==> src/rtl/touch_report_slot_decoder_core_assert.svh <==
// ----------------------------------------------------------------------------
// Touch report slot decoder assertion macros
// Concurrent checks that vanish in synthesis builds.
// ----------------------------------------------------------------------------
`ifndef TOUCH_REPORT_SLOT_DECODER_CORE_ASSERT_SVH
`define TOUCH_REPORT_SLOT_DECODER_CORE_ASSERT_SVH

`ifndef SYNTHESIS

// same-cycle implication
`define TRSD_ASSERT_IMP(lbl, clk, rstn, ante, cons, msg) \
  lbl: assert property (@(posedge clk) disable iff (!rstn) (ante) |-> (cons)) \
    else $error(msg);

// next-cycle implication
`define TRSD_ASSERT_NEXT(lbl, clk, rstn, ante, cons, msg) \
  lbl: assert property (@(posedge clk) disable iff (!rstn) (ante) |=> (cons)) \
    else $error(msg);

`else

`define TRSD_ASSERT_IMP(lbl, clk, rstn, ante, cons, msg)
`define TRSD_ASSERT_NEXT(lbl, clk, rstn, ante, cons, msg)

`endif

`endif

==> src/rtl/trsd_pkg.sv <==
// ----------------------------------------------------------------------------
// Touch report slot decoder package
// Shared constants, event codes and controller/datapath interface types.
// ----------------------------------------------------------------------------
package trsd_pkg;

  localparam int NUM_SLOTS  = 10;
  localparam int SLOT_W     = 4;
  localparam int CNT_W      = 6;
  localparam int COORD_W    = 12;
  localparam int OUT_DATA_W = 32;

  localparam logic [CNT_W-1:0]  CNT_MAX     = 6'd63;
  localparam logic [SLOT_W-1:0] SLOT_CNT_RST = 4'd10;

  // event kinds
  localparam logic [1:0] EV_CONTACT = 2'd0;
  localparam logic [1:0] EV_RELEASE = 2'd1;
  localparam logic [1:0] EV_SYNC    = 2'd2;

  // record phases
  localparam logic [1:0] PH_FIRST  = 2'd0;
  localparam logic [1:0] PH_SECOND = 2'd1;
  localparam logic [1:0] PH_THIRD  = 2'd2;

  // controller to datapath
  typedef struct packed {
    logic accept;        // take the input transaction
    logic walk_step;     // examine slot at scan pointer, release if active
    logic load_contact;  // emit contact for the decoded record
    logic load_sync;     // emit sync and close the report
  } trsd_cmd_t;

  // datapath to controller
  typedef struct packed {
    logic rec_complete;   // accepted byte completes a record
    logic in_end;         // accepted byte closes the report
    logic end_pending;    // held report-end flag
    logic rec_walk_done;  // scan pointer reached the record's slot
    logic end_walk_done;  // scan pointer reached the slot limit
    logic cur_active;     // slot under the scan pointer is active
    logic out_free;       // output register can take an event
  } trsd_sts_t;

endpackage

==> src/rtl/touch_report_slot_decoder_core.sv <==
// ----------------------------------------------------------------------------
// Touch report slot decoder core
// Turns a byte stream of touch reports into contact, release and sync events.
// ----------------------------------------------------------------------------
// Input stream: one report byte per transaction, in_tlast on the final byte.
// Output stream: one event per transaction; tuser carries the event kind,
// tlast marks the sync that closes a report. Registers sit on the APB port:
// slot_count at byte address 0 (values above 10 act as 10).
// Sequence: a header or record byte that emits nothing is taken in the idle
// state. A byte that completes a record starts a release scan up to the
// record's slot, then loads the contact; the final byte adds a scan from the
// scan pointer up to the slot limit, then loads the sync. The scan pointer
// steps one slot per cycle while the receiver does not stall.
// Events leave through a single output register: a byte that emits nothing
// is accepted while an event waits, and a stalled receiver holds the scan
// at the next event. Reset clears all active flags, the header state and the
// output valid flag, and sets slot_count to 10.
// ----------------------------------------------------------------------------
`include "touch_report_slot_decoder_core_assert.svh"

module touch_report_slot_decoder_core (
  input  logic        clk,
  input  logic        rst_n,
  // tdata: report_byte[7:0]
  input  logic [7:0]  in_tdata,
  input  logic        in_tlast,
  input  logic        in_tvalid,
  output logic        in_tready,
  // tdata: slot[3:0], x_pos[15:4], y_pos[27:16], truncated[28], zero[31:29]
  output logic [31:0] out_tdata,
  // tuser: event_kind[1:0]
  output logic [1:0]  out_tuser,
  output logic        out_tlast,
  output logic        out_tvalid,
  input  logic        out_tready,
  input  logic        cfg_psel,
  input  logic        cfg_penable,
  input  logic        cfg_pwrite,
  input  logic [2:0]  cfg_paddr,
  input  logic [31:0] cfg_pwdata,
  output logic [31:0] cfg_prdata,
  output logic        cfg_pready
);
  import trsd_pkg::*;

  localparam logic REG_SLOT_COUNT = 1'b0;

  logic [SLOT_W-1:0] slot_count_r, slot_count_nxt;
  logic [SLOT_W-1:0] slot_lim;
  logic              cfg_wr;
  trsd_cmd_t         cmd;
  trsd_sts_t         sts;

  assign cfg_pready = 1'b1;
  assign cfg_wr     = cfg_psel && cfg_penable && cfg_pwrite && cfg_pready;

  always_comb begin
    slot_count_nxt = slot_count_r;
    if (cfg_wr && (cfg_paddr[2] == REG_SLOT_COUNT)) slot_count_nxt = cfg_pwdata[3:0];
  end

  always_ff @(posedge clk) begin
    if (!rst_n) begin
      slot_count_r <= SLOT_CNT_RST;
    end else begin
      slot_count_r <= slot_count_nxt;
    end
  end

  assign cfg_prdata = (cfg_paddr[2] == REG_SLOT_COUNT) ? {28'h0, slot_count_r} : 32'h0;
  assign slot_lim   = (slot_count_r > SLOT_W'(NUM_SLOTS)) ? SLOT_W'(NUM_SLOTS)
                                                          : slot_count_r;

  trsd_controller u_ctrl (
    .clk       (clk),
    .rst_n     (rst_n),
    .in_tvalid (in_tvalid),
    .in_tready (in_tready),
    .sts       (sts),
    .cmd       (cmd)
  );

  trsd_datapath u_dp (
    .clk        (clk),
    .rst_n      (rst_n),
    .in_byte    (in_tdata),
    .in_last    (in_tlast),
    .slot_lim   (slot_lim),
    .cmd        (cmd),
    .sts        (sts),
    .out_tvalid (out_tvalid),
    .out_tready (out_tready),
    .out_tdata  (out_tdata),
    .out_tuser  (out_tuser),
    .out_tlast  (out_tlast)
  );

  `TRSD_ASSERT_IMP(a_load_needs_room, clk, rst_n, (cmd.load_contact || cmd.load_sync || (cmd.walk_step && sts.cur_active)), sts.out_free, "event loaded into a busy output register")
  `TRSD_ASSERT_IMP(a_single_load, clk, rst_n, 1'b1, $onehot0({cmd.load_contact, cmd.load_sync, (cmd.walk_step && sts.cur_active)}), "two events loaded in one cycle")
  `TRSD_ASSERT_IMP(a_no_accept_busy, clk, rst_n, in_tready, !(cmd.walk_step || cmd.load_contact || cmd.load_sync), "input ready while the scan is busy")
  `TRSD_ASSERT_NEXT(a_sync_last, clk, rst_n, cmd.load_sync, (out_tvalid && out_tlast && (out_tuser == EV_SYNC)), "sync not presented with tlast")

endmodule

==> src/rtl/trsd_datapath.sv <==
// ----------------------------------------------------------------------------
// Touch report slot decoder datapath
// Header mask, record assembly, slot flags, scan pointer and output register.
// ----------------------------------------------------------------------------
module trsd_datapath (
  input  logic                             clk,
  input  logic                             rst_n,
  input  logic [7:0]                       in_byte,
  input  logic                             in_last,
  input  logic [trsd_pkg::SLOT_W-1:0]      slot_lim,
  input  trsd_pkg::trsd_cmd_t              cmd,
  output trsd_pkg::trsd_sts_t              sts,
  output logic                             out_tvalid,
  input  logic                             out_tready,
  output logic [trsd_pkg::OUT_DATA_W-1:0]  out_tdata,
  output logic [1:0]                       out_tuser,
  output logic                             out_tlast
);
  import trsd_pkg::*;

  logic [NUM_SLOTS-1:0] active_r, active_nxt;
  logic [NUM_SLOTS-1:0] mask_r, mask_nxt;
  logic [CNT_W-1:0]     cnt_r, cnt_nxt;
  logic [1:0]           phase_r, phase_nxt;
  logic [SLOT_W-1:0]    scan_r, scan_nxt;
  logic                 short_r, short_nxt;
  logic                 end_r, end_nxt;
  logic [SLOT_W-1:0]    tgt_r, tgt_nxt;
  logic [15:0]          held_r, held_nxt;
  logic [7:0]           ylo_r, ylo_nxt;

  logic                  ov_r, ov_nxt;
  logic [1:0]            okind_r, okind_nxt;
  logic [SLOT_W-1:0]     oslot_r, oslot_nxt;
  logic [COORD_W-1:0]    ox_r, ox_nxt;
  logic [COORD_W-1:0]    oy_r, oy_nxt;
  logic                  otr_r, otr_nxt;
  logic                  olast_r, olast_nxt;

  logic [NUM_SLOTS-1:0] elig;
  logic                 found;
  logic [SLOT_W-1:0]    tgt;
  logic                 out_free;
  logic                 release_now;

  // first touched slot at or above the scan pointer and below the limit
  always_comb begin
    found = 1'b0;
    tgt   = '0;
    for (int i = 0; i < NUM_SLOTS; i++) begin
      elig[i] = mask_r[i] && (SLOT_W'(i) >= scan_r) && (SLOT_W'(i) < slot_lim);
      if (elig[i] && !found) begin
        found = 1'b1;
        tgt   = SLOT_W'(i);
      end
    end
  end

  assign out_free    = !ov_r || out_tready;
  assign release_now = cmd.walk_step && active_r[scan_r];

  always_comb begin
    sts.rec_complete  = (cnt_r > 6'd1) && found && (phase_r == PH_THIRD);
    sts.in_end        = in_last;
    sts.end_pending   = end_r;
    sts.rec_walk_done = scan_r >= tgt_r;
    sts.end_walk_done = scan_r >= slot_lim;
    sts.cur_active    = active_r[scan_r];
    sts.out_free      = out_free;
  end

  always_comb begin
    active_nxt = active_r;
    mask_nxt   = mask_r;
    cnt_nxt    = cnt_r;
    phase_nxt  = phase_r;
    scan_nxt   = scan_r;
    short_nxt  = short_r;
    end_nxt    = end_r;
    tgt_nxt    = tgt_r;
    held_nxt   = held_r;
    ylo_nxt    = ylo_r;

    ov_nxt    = ov_r && !out_tready;
    okind_nxt = okind_r;
    oslot_nxt = oslot_r;
    ox_nxt    = ox_r;
    oy_nxt    = oy_r;
    otr_nxt   = otr_r;
    olast_nxt = olast_r;

    if (cmd.accept) begin
      if (cnt_r == 6'd0) begin
        mask_nxt  = {2'b00, in_byte};
        scan_nxt  = '0;
        phase_nxt = PH_FIRST;
        short_nxt = 1'b0;
      end else if (cnt_r == 6'd1) begin
        mask_nxt = mask_r | {in_byte[5:4], 8'h00};
      end else if (found) begin
        case (phase_r)
          PH_FIRST: begin
            held_nxt[15:8] = in_byte;
            phase_nxt      = PH_SECOND;
          end
          PH_SECOND: begin
            held_nxt[7:0] = in_byte;
            phase_nxt     = PH_THIRD;
          end
          default: begin
            ylo_nxt   = in_byte;
            tgt_nxt   = tgt;
            phase_nxt = PH_FIRST;
          end
        endcase
      end
      if (cnt_r != CNT_MAX) cnt_nxt = cnt_r + 6'd1;
      end_nxt = in_last;
      // a short report counts as an empty mask
      if (in_last && (cnt_r <= 6'd1)) mask_nxt = '0;
    end

    if (cmd.walk_step) begin
      if (mask_r[scan_r]) short_nxt = 1'b1;
      if (release_now) begin
        active_nxt[scan_r] = 1'b0;
        ov_nxt    = 1'b1;
        okind_nxt = EV_RELEASE;
        oslot_nxt = scan_r;
        ox_nxt    = '0;
        oy_nxt    = '0;
        otr_nxt   = 1'b0;
        olast_nxt = 1'b0;
      end
      scan_nxt = scan_r + 4'd1;
    end

    if (cmd.load_contact) begin
      active_nxt[tgt_r] = 1'b1;
      scan_nxt  = tgt_r + 4'd1;
      ov_nxt    = 1'b1;
      okind_nxt = EV_CONTACT;
      oslot_nxt = tgt_r;
      ox_nxt    = {held_r[15:12], held_r[7:0]};
      oy_nxt    = {held_r[11:8], ylo_r};
      otr_nxt   = 1'b0;
      olast_nxt = 1'b0;
    end

    if (cmd.load_sync) begin
      ov_nxt    = 1'b1;
      okind_nxt = EV_SYNC;
      oslot_nxt = '0;
      ox_nxt    = '0;
      oy_nxt    = '0;
      otr_nxt   = short_r;
      olast_nxt = 1'b1;
      cnt_nxt   = '0;
      mask_nxt  = '0;
      scan_nxt  = '0;
      phase_nxt = PH_FIRST;
      short_nxt = 1'b0;
      end_nxt   = 1'b0;
    end
  end

  always_ff @(posedge clk) begin
    if (!rst_n) begin
      active_r <= '0;
      mask_r   <= '0;
      cnt_r    <= '0;
      phase_r  <= PH_FIRST;
      scan_r   <= '0;
      short_r  <= 1'b0;
      end_r    <= 1'b0;
      ov_r     <= 1'b0;
    end else begin
      active_r <= active_nxt;
      mask_r   <= mask_nxt;
      cnt_r    <= cnt_nxt;
      phase_r  <= phase_nxt;
      scan_r   <= scan_nxt;
      short_r  <= short_nxt;
      end_r    <= end_nxt;
      ov_r     <= ov_nxt;
    end
  end

  always_ff @(posedge clk) begin
    tgt_r   <= tgt_nxt;
    held_r  <= held_nxt;
    ylo_r   <= ylo_nxt;
    okind_r <= okind_nxt;
    oslot_r <= oslot_nxt;
    ox_r    <= ox_nxt;
    oy_r    <= oy_nxt;
    otr_r   <= otr_nxt;
    olast_r <= olast_nxt;
  end

  assign out_tvalid = ov_r;
  assign out_tdata  = {3'b000, otr_r, oy_r, ox_r, oslot_r};
  assign out_tuser  = okind_r;
  assign out_tlast  = olast_r;

endmodule

==> src/rtl/trsd_controller.sv <==
// ----------------------------------------------------------------------------
// Touch report slot decoder controller
// Sequences byte intake, release scans, contact and sync emission.
// ----------------------------------------------------------------------------
module trsd_controller (
  input  logic                 clk,
  input  logic                 rst_n,
  input  logic                 in_tvalid,
  output logic                 in_tready,
  input  trsd_pkg::trsd_sts_t  sts,
  output trsd_pkg::trsd_cmd_t  cmd
);
  import trsd_pkg::*;

  typedef enum logic [4:0] {
    S_IDLE     = 5'b00001,
    S_REC_WALK = 5'b00010,
    S_CONTACT  = 5'b00100,
    S_END_WALK = 5'b01000,
    S_SYNC     = 5'b10000
  } trsd_state_t;

  trsd_state_t state_r, state_nxt;

  always_comb begin
    state_nxt = state_r;
    cmd       = '0;
    in_tready = 1'b0;
    unique case (state_r)
      S_IDLE: begin
        in_tready  = 1'b1;
        cmd.accept = in_tvalid;
        if (in_tvalid) begin
          if (sts.rec_complete)  state_nxt = S_REC_WALK;
          else if (sts.in_end)   state_nxt = S_END_WALK;
        end
      end
      S_REC_WALK: begin
        // release skipped active slots below the record's slot
        if (sts.rec_walk_done) state_nxt = S_CONTACT;
        else cmd.walk_step = !sts.cur_active || sts.out_free;
      end
      S_CONTACT: begin
        if (sts.out_free) begin
          cmd.load_contact = 1'b1;
          state_nxt = sts.end_pending ? S_END_WALK : S_IDLE;
        end
      end
      S_END_WALK: begin
        if (sts.end_walk_done) state_nxt = S_SYNC;
        else cmd.walk_step = !sts.cur_active || sts.out_free;
      end
      S_SYNC: begin
        if (sts.out_free) begin
          cmd.load_sync = 1'b1;
          state_nxt = S_IDLE;
        end
      end
      default: state_nxt = S_IDLE;
    endcase
  end

  always_ff @(posedge clk) begin
    if (!rst_n) begin
      state_r <= S_IDLE;
    end else begin
      state_r <= state_nxt;
    end
  end

endmodule
==> config.mk <==
export PLATFORM = sky130hd
export DESIGN_NAME = touch_report_slot_decoder_core
export DESIGN_NICKNAME = d
export VERILOG_FILES = /design/src/rtl/trsd_pkg.sv /design/src/rtl/touch_report_slot_decoder_core.sv /design/src/rtl/trsd_datapath.sv /design/src/rtl/trsd_controller.sv
export VERILOG_INCLUDE_DIRS = /design/src /design/src/rtl
export SDC_FILE = /design/constraint.sdc
export NUM_CORES = 1
export LEC_CHECK = 0
export BUFFER_PORTS_ARGS = -buffer_cell sky130_fd_sc_hd__buf_2
export CORE_MARGIN = 1.5
export CORE_UTILIZATION = 40
export DETAILED_ROUTE_END_ITERATION = 10
export PLACE_DENSITY_LB_ADDON = 0.15
export SYNTH_ARGS = -nofsm -noshare
export SYNTH_HDL_FRONTEND = slang
export SYNTH_SLANG_ARGS = --single-unit
==> constraint.sdc <==
create_clock -name clk -period 3.9 [get_ports clk]
set_input_delay 0 -clock clk [delete_from_list [all_inputs] [get_ports clk]]
set_output_delay 0 -clock clk [all_outputs]
set_load 0.02 [all_outputs]
==> metrics.csv <==
metric,value,unit
postSynthCellCount,521,
run_status,finished clean,
final_hold_viol_count,0,
overflow,0,
cpPeakStageDelay,0.52,ns
slew_headroom,41.2,%
layout_setup_ws,0.745,ns
cts-root-buf,clkbuf_16,
internal_power,1.95,mW
max_freq,317,MHz
switching_share,34.0,%
areaGrowthSynthToFinish,14.6,%
start_kind,flop,
die_area,13400,sq um
setup_violations,0,
gp_congestion,0.852,
cts_tree,done,
diodes,0,
clock_latency,0.35,ns
p_clk_share,31.0,%
synth_top_family_by_area,compound AO/OA/AOI/OAI gates,
path_clk_slew,0.08,ns
max-vdd-ir-drop,0.263,mV
power,2.96,mW
yosysUniqueCellTypes,66,
worst-r2r-setup-slack,0.75,ns
layout-drive-gt1-share,17.1,%
worstRegToRegCells,8,
start_util,40.7,%
grt.total_usage,18.7,%
drc,0,
cp_max_fo,8,
path_cells,inv_1 > ha_1 > nand2b_1 > a41oi_1 > o31ai_1 > nor4_2 > nor4_1 > and2_1,
cp.required,3.91,ns
grt_pass1_vias,3729,
ys_seq_elements,103,
holdWs,0.0111,ns
fill_cells,1233,
synthAdderAreaFrac,4.42,%
antenna_found_initial,0,
power.switching,1.01,mW
endpoint_kind,flop,
postCtsSetupBuffers,0,
period_share,80.9,%
die_h,116,microns
rsz0062_at_grt,false,
htree_num_levels,3,
fp.dieW,116,microns
first_iter_violations,356,
cts.sinks,103,
synth_area_leader_cell,dfxtp_1,
synth_top_area_share,29.1,%
crit_end,u_dp.held_r[9],
yosys_warnings,0,
p_seq_share,42.2,%
synth-simple-area-share,15.7,%
leakagePower,2.37,nW
io_pins,121,
finClkSkew,0.0131,ns
synth_compound_area_share,19.2,%
muxShareOfSynthArea,3.93,%
cp_slowest_cell,o31ai_1,
grt_start_max_net_pins,25,
post_drt_wl_per_cell,15.6,microns
synth-main-ff-cell,dfxtp_1,
synth_xor_area_share,1.20,%
dpl_worst_slack,0.721,ns
num_rows,41,
setup-tns-final,0,ns
arrival,3.16,ns
drv_cap,0,
period_minus_slack,3.15,ns
ys_top_cells_by_area,"dfxtp_1, edfxtp_1, buf_4, a22o_1, ha_1",
wirelength,11800,microns
netlist_area,5100,sq um
worstSetupPathType,reg -> reg,
layout.area.seq,2350,sq um
nNetsFinal,649,
synth-edff-count,29,
grt_pass1_wl,19100,microns
post_drt_via_cell_ratio,5.19,
clk_path_buf_depth,2,
power_density,506,nW/um^2
hold_path.class,in -> reg,
cts_resized,0,
drv_slew,0,
io_buffers,58,
yosysSeqAreaShare,46.1,%
vias,3932,
ys_top_cells_by_count,"dfxtp_1, nand2_1, buf_4, nor2_1, edfxtp_1",
worst_pin_slew,0.882,ns
syn_avg_cell_area,9.79,sq um
cts_buffers,9,
power_frac_comb,26.8,%
async_reset_ff_share,0,%
postRouteAntennaNets,0,
dr.pass1.iters,5,
post-synth-top-count-cell,dfxtp_1,
r2r-end,u_dp.held_r[9],
cp-startpoint,u_dp.scan_r[0],
dp_hpwl,8410,microns
r2r_start,u_dp.scan_r[0],
core,12500,sq um
multi_input_area,2400,sq um
==> layout by cell type, fill, tap and decap left out, drive strengths merged, types with 8 or more instances in the layout <==
master | Yosys | layout
a211oi | 8 | 8
a21boi | 14 | 14
a21oi | 22 | 22
a22o | 28 | 28
and2 | 9 | 9
buf | 45 | 68
clkbuf | 19 | 9
conb | 2 | 32
dfxtp | 74 | 74
dlygate4sd3 | 0 | 14
edfxtp | 29 | 29
ha | 18 | 18
inv | 17 | 21
mux2i | 11 | 11
nand2 | 37 | 37
nand2b | 10 | 10
nand3 | 12 | 12
nor2 | 34 | 34
nor2b | 12 | 12
nor3 | 12 | 12
o21ai | 26 | 26
==> flip-flops by register name, indices dropped and copies added (netlist names), 2 cells and up <==
name / cells
u_dp.scan_r: 4
u_dp.oslot_r: 4
u_dp.oy_r: 12
u_dp.ylo_r: 8
u_dp.cnt_r: 6
u_dp.ox_r: 12
slot_count_r: 4
u_dp.tgt_r: 4
u_dp.held_r: 16
u_dp.phase_r: 2
u_dp.active_r: 10
u_ctrl.state_r: 5
u_dp.mask_r: 10
==> worst max-delay path: cells and delay by family, from the launching register on <==
kind	cells	cell delay, ns
and+or+nand+nor	4	1.25
DFF	1	0.35
adders and majority gates	1	0.35
AOI/OAI and AO/OA	2	0.67
buffers and inverters	1	0.19
==> power groups by stage <==
stage                     Clock [mW]  Sequential [mW]  Combinational [mW]
after floorplan                    0             1.27               0.585
after global placement             0             1.27               0.768
after detailed placement           0             1.27               0.777
after CTS                      0.947             1.25               0.790
after global routing           0.993             1.26               0.890
final                          0.915             1.25               0.794
==> per-layer routing <==
metal	global-route usage [%]	share of wire, %
met1	26.0	47
met3	4.86	4.9
met2	29.1	47
met5	0	0
met4	4.96	1.1
==> layout make-up <==
class,instances,area share (%)
clock buffers,9,3.85
repair buffers,82,8.65
multi-input cells,367,41.0
inverters,17,1.09
flip-flops and latches,103,40.3
clock inverters,7,1.41
well taps,172,3.68
==> worst min-delay path by stage <==
stage | from | to | slack, ns | cells after the start
after floorplan | cfg_paddr[2] | cfg_prdata[3] | 0.07 | 1
after global placement | cfg_pwdata[1] | slot_count_r[1] | 0.22 | 3
after detailed placement | cfg_pwdata[1] | slot_count_r[1] | 0.22 | 3
after CTS | rst_n | slot_count_r[3] | 0.007 | 2
after global routing | rst_n | slot_count_r[3] | 0.02 | 2
final | rst_n | slot_count_r[3] | 0.01 | 2
==> cells by family after synthesis <==
kind of cell               count (synthesis)
adders and majority gates                 18
and+or+nand+nor                          155
buffers and inverters                     81
other                                      2
AOI/OAI and AO/OA                        138
DFF                                      103
xor gates and xnor gates                   7
muxes                                     17
==> timing repair <==
| action | in CTS | in global routing |
|---|---|---|
| endpoints found under the setup margin | 0 | 0 |
| endpoints found under the hold margin | 35 | 0 |
| hold buffers | 14 | 0 |
==> per-stage QoR <==
step,cell area [sq um],utilization [%],instances
finish,5840,46.7,757
CTS,5840,46.7,757
floorplan,5210,-,551
global placement,5400,43.1,727
global route,5840,46.7,757
detailed placement,5400,43.1,727
Power figures use the tool's default switching activity.
